--- config.mk ---
export PLATFORM = sky130hd
export DESIGN_NAME = srm_ctrl
export DESIGN_NICKNAME = d
export VERILOG_FILES = /design/src/srm_pkg.sv /design/src/srm_ctrl.sv
export SDC_FILE = /design/constraint.sdc
export NUM_CORES = 1
export LEC_CHECK = 0
export ABC_AREA = 1
export BUFFER_PORTS_ARGS = -buffer_cell sky130_fd_sc_hd__buf_2
export CORE_AREA = 2 2 39 41
export CTS_BUF_LIST = sky130_fd_sc_hd__clkbuf_16
export DETAILED_ROUTE_END_ITERATION = 6
export DIE_AREA = 0 0 41 43
export PLACE_DENSITY_LB_ADDON = 0.2
export SKIP_LAST_GASP = 1
export SLEW_MARGIN = 20
export SYNTH_ARGS = -nofsm -noshare
export SYNTH_HDL_FRONTEND = slang
export SYNTH_SLANG_ARGS = --single-unit
--- constraint.sdc ---
create_clock -name i_clk -period 1 [get_ports i_clk]
set_input_delay 0.1 -clock i_clk [delete_from_list [all_inputs] [get_ports i_clk]]
set_output_delay 0.1 -clock i_clk [all_outputs]
set_load 0.02 [all_outputs]
--- src/srm_pkg.sv ---
// Shared types and constants for the SOME/IP stream message reassembler.
// Used by the channel interfaces, the controller, the datapath and the top level.
package srm_pkg;

    // Ring geometry
    localparam int C_RING_DEPTH   = 4096;
    localparam int C_HEADER_BYTES = 16;
    localparam int C_PTR_W        = $clog2(C_RING_DEPTH);
    localparam int C_CNT_W        = C_PTR_W + 1;

    // Fixed field widths
    localparam int C_CAP_W   = 13;
    localparam int C_LEN_W   = 33;
    localparam int C_SHIFT_W = 32;
    localparam int C_WIDE_W  = (C_CNT_W > C_CAP_W) ? C_CNT_W : C_CAP_W;

    // Reset value of the capacity register
    localparam logic [C_CAP_W-1:0] C_CAP_RESET = C_CAP_W'(4096);

    // Operation codes
    localparam logic C_OP_PUSH = 1'b0;
    localparam logic C_OP_POP  = 1'b1;

    // Status codes
    localparam logic [1:0] C_ST_OK    = 2'd0;
    localparam logic [1:0] C_ST_DONE  = 2'd1;
    localparam logic [1:0] C_ST_CLEAR = 2'd2;
    localparam logic [1:0] C_ST_FULL  = 2'd3;

    // Commands from controller to datapath
    typedef struct packed {
        logic push;        // perform a push with the accepted word
        logic pop;         // read the ring and advance the read pointer
        logic load_direct; // load the result of this cycle's word
        logic load_mem;    // load the popped entry from the read register
    } t_cmd;

    // Status from datapath to controller
    typedef struct packed {
        logic ring_empty;  // nothing committed
    } t_sts;

    // One result word
    typedef struct packed {
        logic [1:0]         status;
        logic [C_LEN_W-1:0] message_length;
        logic [7:0]         read_byte;
        logic               read_last;
    } t_result;

endpackage

--- src/srm_ctrl.sv ---
// Controller for the reassembler: accept handshake, pop read sequencing and
// output valid. Depends on srm_pkg for the command and status structs.
module srm_ctrl import srm_pkg::*; (
    input  logic i_clk,
    input  logic i_rst_n,
    input  logic i_in_valid,
    input  logic i_operation,
    input  logic i_out_ready,
    input  t_sts i_sts,
    output logic o_in_ready,
    output logic o_out_valid,
    output t_cmd o_cmd
);

    localparam logic S_IDLE = 1'b0;
    localparam logic S_READ = 1'b1;

    logic r_state, n_state;
    logic r_out_valid, n_out_valid;
    logic accept;

    // Take a word only when idle and the result slot is empty or frees up this cycle
    assign o_in_ready  = (r_state == S_IDLE) && (!r_out_valid || i_out_ready);
    assign accept      = i_in_valid && o_in_ready;
    assign o_out_valid = r_out_valid;

    // Issue commands
    always_comb begin
        o_cmd.push        = accept && (i_operation == C_OP_PUSH);
        o_cmd.pop         = accept && (i_operation == C_OP_POP) && !i_sts.ring_empty;
        o_cmd.load_direct = accept && !o_cmd.pop;
        o_cmd.load_mem    = (r_state == S_READ);
    end

    // Advance state and hold the result valid until taken
    always_comb begin
        n_state = r_state;
        unique case (r_state)
            S_IDLE: begin
                if (o_cmd.pop) begin
                    n_state = S_READ;
                end
            end
            S_READ: begin
                n_state = S_IDLE;
            end
            default: begin
                n_state = S_IDLE;
            end
        endcase
        if (o_cmd.load_direct || o_cmd.load_mem) begin
            n_out_valid = 1'b1;
        end else if (i_out_ready) begin
            n_out_valid = 1'b0;
        end else begin
            n_out_valid = r_out_valid;
        end
    end

    always_ff @(posedge i_clk) begin
        if (!i_rst_n) begin
            r_state     <= S_IDLE;
            r_out_valid <= 1'b0;
        end else begin
            r_state     <= n_state;
            r_out_valid <= n_out_valid;
        end
    end

`ifndef SYNTHESIS
    // Result slot is free while the ring read is in flight
    a_read_slot_free: assert property (@(posedge i_clk) disable iff (!i_rst_n)
        (r_state == S_READ) |-> !r_out_valid)
        else $error("result pending during ring read");

    // A pop of a committed byte always passes through the read state and then delivers a result
    a_pop_delivers: assert property (@(posedge i_clk) disable iff (!i_rst_n)
        o_cmd.pop |=> (r_state == S_READ) ##1 r_out_valid)
        else $error("pop did not load a result");

    // No new word enters during the ring read
    a_no_accept_in_read: assert property (@(posedge i_clk) disable iff (!i_rst_n)
        (r_state == S_READ) |-> !o_in_ready)
        else $error("word accepted during ring read");
`endif

endmodule

==> qor.yml, run 1 <==
drv_slew: 0
initial_core_util: 0.0850
fin_nets: 42
fp.dieH_um: 43
drive_gt1_frac: 0.794
endpoint: "o_cmd[1]"
relSlewSlack: 0.889
antenna_found_initial: 0
cp.required_ns: 0.90
area_delta_synth_final_pct: 186
crit_start: "o_out_valid"
antennaDiodeCount: 0
fin_crit_ns: 1.09
core_area_um2: 1380
r2r_setup_slack_ns: 0.16
synth.yosys.warnings: 0
power.share.clock: 0.757
outcome: "finished, violations left"
final_core_util: 0.243
p_leak_nw: 0.175
routed_wl_um: 396
grt_pass1_wl_um: 572
violations: "negative setup slack"
synth_cells: 18
fin_setup_tns_ns: -0.257
met3_wirelength_um: 54
reg2reg_to: "r_state"
crit_arrival_ns: 0.99
boundaryPins: 12
layout_common_cells: "buf_2, buf_4, inv_1, clkbuf_16, buf_6"
worst_ir_drop_vdd_mv: 0.468
drtPass1Iterations: 1
netlist_area_um2: 118
ctsHoldBuffers: 0
worstSkewPairLatency_ns: 0.22
critPathCaptureType: "output port"
clock_path_buffers: 2
cts_buffers: 3
ff2ff_path_depth: 4
fin_crit_sh: 1.09
cts_tree: "done"
clkTransAtPathRegs_ns: 0.03
ys_seq_area_frac: 0.340
p_comb_frac: 0.131
synth-seq-cells: 2
io_buffers: 11
first_global_vias: 142
power_mw: 0.794
grt-ovfl-total: 0
die_w_um: 41
met2WireLength_um: 181
avgRoutedWirePerCell_um: 7.92
dp_hpwl_um: 242
synth.avg_cell_area_um2: 6.53
cap_violations: 0
routed_via_density: 3.12
groute.usage.overall: 0.0551
cp_max_fo: 4
cts-root-buf: "clkbuf_16"
m1WireLength_um: 160
drt_iter0_markers: 0
layout_commonest_cell: "buf_2"
swShare: 0.190
worstSetupPathType: "reg2out"
place.gp.congestion: 0.511
h-tree-depth: 1
layout_setup_ws_ns: -0.0891
die-area_um2: 1760
syn_nets: 24
setup_viol: 4
hp-class: "in2reg"
r2r_start: "o_out_valid"
ant_nets: 0
cp-start-kind: "register"
num_vias: 156
grt_max_degree: 5
cellInternalPower_mw: 0.644
highest_layer: "met3"
fin_skew_ns: 0.00142
drcViolationCount: 0
ys_types: 10
fmax_mhz: 918
grt_setup_unrepaired: "true"
finalHoldViolCount: 0
rows: 14
cts.sinks: 2
p_seq_frac: 0.112
holdWs_ns: 0.130
power_density_nw_per_um2: 2360
max_slew.worst_pin.slew_ns: 0.165
p_switching_mw: 0.151
## final cells by class
cell class	instances	area, um^2
Clock buffer	3	75.1
Fill cell	156	1050
Inverter	5	18.8
Multi-Input combinational cell	10	81.3
Sequential cell	2	42.5
Tap cell	16	20.0
Timing Repair Buffer	14	98.8
## logic make-up after synthesis
kind of cell           Yosys count  synth area share
and+or+nand+nor                  9             0.394
buffers and inverters            6             0.223
DFF                              2             0.340
AOI/OAI and AO/OA                1            0.0425
## metal layers
metal | global-route usage | up-vias
met2 | 0.0594 | 9
li1 | - | 83
met1 | 0.0669 | 64
met3 | 0.0314 | 0
met4 | 0.0600 | 0
met5 | 0 | -
## flip-flops by register name, summed over array words and instances, names as in the netlist
signal,cells
r_state,1
o_out_valid,1
## worst min-delay path by stage
| stage | slack, ns | startpoint | end | depth (start not counted) |
|---|---|---|---|---|
| 2_1_floorplan | 0.24 | i_rst_n | o_out_valid | 2 |
| 3_3_place_gp | 0.35 | i_rst_n | o_out_valid | 3 |
| 3_5_place_dp | 0.35 | i_rst_n | o_out_valid | 3 |
| 4_1_cts | 0.13 | i_rst_n | o_out_valid | 3 |
| 5_1_grt | 0.17 | i_rst_n | r_state | 3 |
| 6_report | 0.13 | i_rst_n | r_state | 3 |
## timing repair
item	CTS	global route
resized for setup	8	8
setup buffers	2	1
setup endpoints to repair	3	4
pin swaps	3	2
## per-stage QoR
| step | area, um^2 | worst slack, ns | cells |
|---|---|---|---|
| final | 337 | -0.0891 | 50 |
| after global routing | 337 | -0.130 | 50 |
| after CTS | 304 | -0.106 | 49 |
| after detailed placement | 193 | 0.0809 | 44 |
| after global placement | 193 | 0.0656 | 44 |
| after floorplan | 125 | -0.000669 | 18 |
## power groups by stage
stage | sequential [mW] | clock, mW | combinational (mW)
after detailed placement | 0.0878 | 0 | 0.0726
final | 0.0892 | 0.601 | 0.104
after CTS | 0.0879 | 0.605 | 0.0882
after global placement | 0.0877 | 0 | 0.0739
after floorplan | 0.0917 | 0 | 0.0430
after global routing | 0.0896 | 0.619 | 0.113
## cell usage after synthesis (all sizes together)
| cell | count | area (um^2) |
|---|---|---|
| nand3 | 1 | 10.0 |
| buf | 1 | 7.51 |
| dfxtp | 2 | 40.0 |
| inv | 5 | 18.8 |
| a21oi | 1 | 5.00 |
| nor2 | 4 | 17.5 |
| nor3 | 1 | 5.00 |
| nand2 | 3 | 13.8 |
## critical path, stage by stage, from the launching register on
cell and delay, ns:
dfxtp_2 0.32, nand2_4 0.08, nand3_4 0.10, nor2_4 0.11, nor2_2 0.04, buf_6 0.12
(Power assumes the default switching activity.)
==> run 2: changes to the inputs <==
REMOVE_ABC_BUFFERS = 1   (was not set)
==> run 2 against run 1 <==
Compared with the run above: the flow still finishes with violations (negative setup slack); largest power group unchanged; die area stayed put; critical endpoint unchanged; worst hold slack worse by 0.014 ns; first-iteration DRC count stayed put; clock-buffer cell count stayed put; sequential power is 2.4% lower; non-clock buffer count is 3 lower; largest cell class is now clock buffers and inverters.
==> qor.yml, run 2 (same netlist as run 1, synthesis figures left out) <==
multiInputGateArea_um2: 63.8  # was 81.3 um^2
max_slew.worst_pin.slew_ns: 0.166  # was 0.165 ns
layout_common_cells: "buf_2, inv_1, nor2_1, clkbuf_16"  # was buf_2, buf_4, inv_1, clkbuf_16, buf_6
crit_start: "o_out_valid"  # unchanged
drv_slew: 0  # unchanged
antenna_found_initial: 0  # unchanged
rows: 14  # unchanged
fin_cells: 47  # was 50
p_comb_frac: 0.102  # was 0.131
holdWs_ns: 0.116  # was 0.130 ns
seqCellArea_um2: 41.3  # was 42.5 um^2
fp.dieH_um: 43  # unchanged
worstSetupPathType: "reg2out"  # unchanged
core_area_um2: 1380  # unchanged
dp_cells: 44  # unchanged
final_core_util: 0.202  # was 0.243
drtPass1Iterations: 1  # unchanged
power_density_nw_per_um2: 2720  # was 2360 nW/um^2
power.share.clock: 0.783  # was 0.757
first_global_vias: 125  # was 142
max_stage_delay_ns: 0.30  # was 0.32 ns
outcome: "finished, violations left"  # unchanged
p_seq_frac: 0.115  # was 0.112
swShare: 0.176  # was 0.190
hp-class: "in2reg"  # unchanged
cts_tree: "done"  # unchanged
grt_max_degree: 5  # unchanged
cp-start-kind: "register"  # unchanged
routed_via_density: 2.94  # was 3.12
grt-ovfl-total: 0  # unchanged
crit_arrival_ns: 0.98  # was 0.99 ns
grt_pass1_wl_um: 434  # was 572 um
slowest_stage: "dfxtp_1"  # was dfxtp_2
die-area_um2: 1760  # unchanged
layout_commonest_cell: "buf_2"  # unchanged
critPathCaptureType: "output port"  # unchanged
layout_setup_ws_ns: -0.0796  # was -0.0891 ns
setup_viol: 3  # was 4
r2r_start: "o_out_valid"  # unchanged
dp_hpwl_um: 233  # was 242 um
clkTransAtPathRegs_ns: 0.03  # about the same
initial_core_util: 0.0850  # unchanged
p_switching_mw: 0.134  # was 0.151 mW
met3_wirelength_um: 58  # was 54 um
fin_skew_ns: 0.000159  # was 0.00142 ns
die_w_um: 41  # unchanged
ant_nets: 0  # unchanged
cts-root-buf: "clkbuf_16"  # unchanged
highest_layer: "met3"  # unchanged
p_leak_nw: 0.148  # was 0.175 nW
path_cells: "nand2_2, nand3_4, nor2_4, nor2_1, buf_4"  # was nand2_4, nand3_4, nor2_4, nor2_2, buf_6
drive_gt1_frac: 0.613  # was 0.794
hp-start: "i_rst_n"  # unchanged
routed_wl_um: 311  # was 396 um
fmax_mhz: 926  # was 918 MHz
io_buffers: 11  # unchanged
cap_violations: 0  # unchanged
violations: "negative setup slack"  # unchanged
boundaryPins: 12  # unchanged
fin_crit_sh: 1.08  # was 1.09
m1WireLength_um: 162  # was 160 um
cp.required_ns: 0.90  # about the same
worstSkewPairLatency_ns: 0.22  # about the same
fin_crit_ns: 1.08  # was 1.09 ns
groute.usage.overall: 0.0430  # was 0.0551
worst_ir_drop_vdd_mv: 0.712  # was 0.468 mV
antennaDiodeCount: 0  # unchanged
met2WireLength_um: 90  # was 181 um
fin_nets: 39  # was 42
fin_setup_tns_ns: -0.168  # was -0.257 ns
finalHoldViolCount: 0  # unchanged
cts.sinks: 2  # unchanged
drt_iter0_markers: 0  # unchanged
relSlewSlack: 0.889  # about the same
grt_setup_unrepaired: "true"  # unchanged
avgRoutedWirePerCell_um: 6.62  # was 7.92 um
fill_cells: 147  # was 156
h-tree-depth: 1  # unchanged
num_vias: 138  # was 156
place.gp.congestion: 0.515  # was 0.511
cellInternalPower_mw: 0.624  # was 0.644 mW
clock_path_buffers: 2  # unchanged
drcViolationCount: 0  # unchanged
area_delta_synth_final_pct: 137  # was 186%
cts_buffers: 3  # unchanged
cp_max_fo: 4  # unchanged
## run 2: cell types whose count changed in the layout (fill, tap and decap cells not counted), moves of 2 or more
cell     previous run  this run
nand2_4             2         0
nor2_1              1         3
buf_4               4         2
nor2_2              2         0
buf_6               3         0
buf_2               7         9
## run 2: repair_timing
| action | 4_1_cts | 5_1_grt |
|---|---|---|
| gates resized for setup | 4 | 2 |
| hold buffers | 0 | 0 |
| hold endpoints to repair | 0 | 0 |
| pin swaps | 2 | 2 |
| buffers inserted | 0 | 0 |
| endpoints found under the setup margin | 3 | 4 |
## run 2: path summary, 6_finish.rpt
kind / depth (start not counted) / to / slack, ns
worst max-delay path: 5 / o_cmd[1] / -0.08
worst min-delay path: 3 / o_out_valid / 0.12
worst max register to register: 4 / o_out_valid / 0.27
worst min register to register: 3 / r_state / 0.55
## run 2: power groups by stage
stage	clock (mW)	combinational [mW]	sequential, mW
after floorplan	0	0.0360	0.0931
after global placement	0	0.0693	0.0878
after detailed placement	0	0.0683	0.0877
after CTS	0.603	0.0761	0.0869
after global routing	0.605	0.0847	0.0873
final	0.593	0.0774	0.0871
## run 2: stage by stage
step	worst slack, ns	area, um^2	power [mW]
after floorplan	-0.0864	110	0.129
after global placement	0.101	185	0.157
after detailed placement	0.110	185	0.156
after CTS	-0.103	273	0.766
after global routing	-0.135	279	0.777
final	-0.0796	279	0.758
## run 2: final cells by class
cell class	instances	area share
Tap cell	16	0.0717
Sequential cell	2	0.148
Inverter	5	0.0673
Timing Repair Buffer	11	0.215
Multi-Input combinational cell	10	0.229
Clock buffer	3	0.269
## run 2: critical path, delay by kind of cell (launching register included)
family                 cells  cell delay [ns]
AND/OR/NAND/NOR            4             0.31
flip-flops                 1             0.30
buffers and inverters      1             0.15
## run 2: layer usage
| metal | track usage | vias up |
|---|---|---|
| li1 | - | 77 |
| met1 | 0.0478 | 49 |
| met2 | 0.0406 | 12 |
| met3 | 0.0314 | 0 |
| met4 | 0.0600 | 0 |
| met5 | 0 | - |
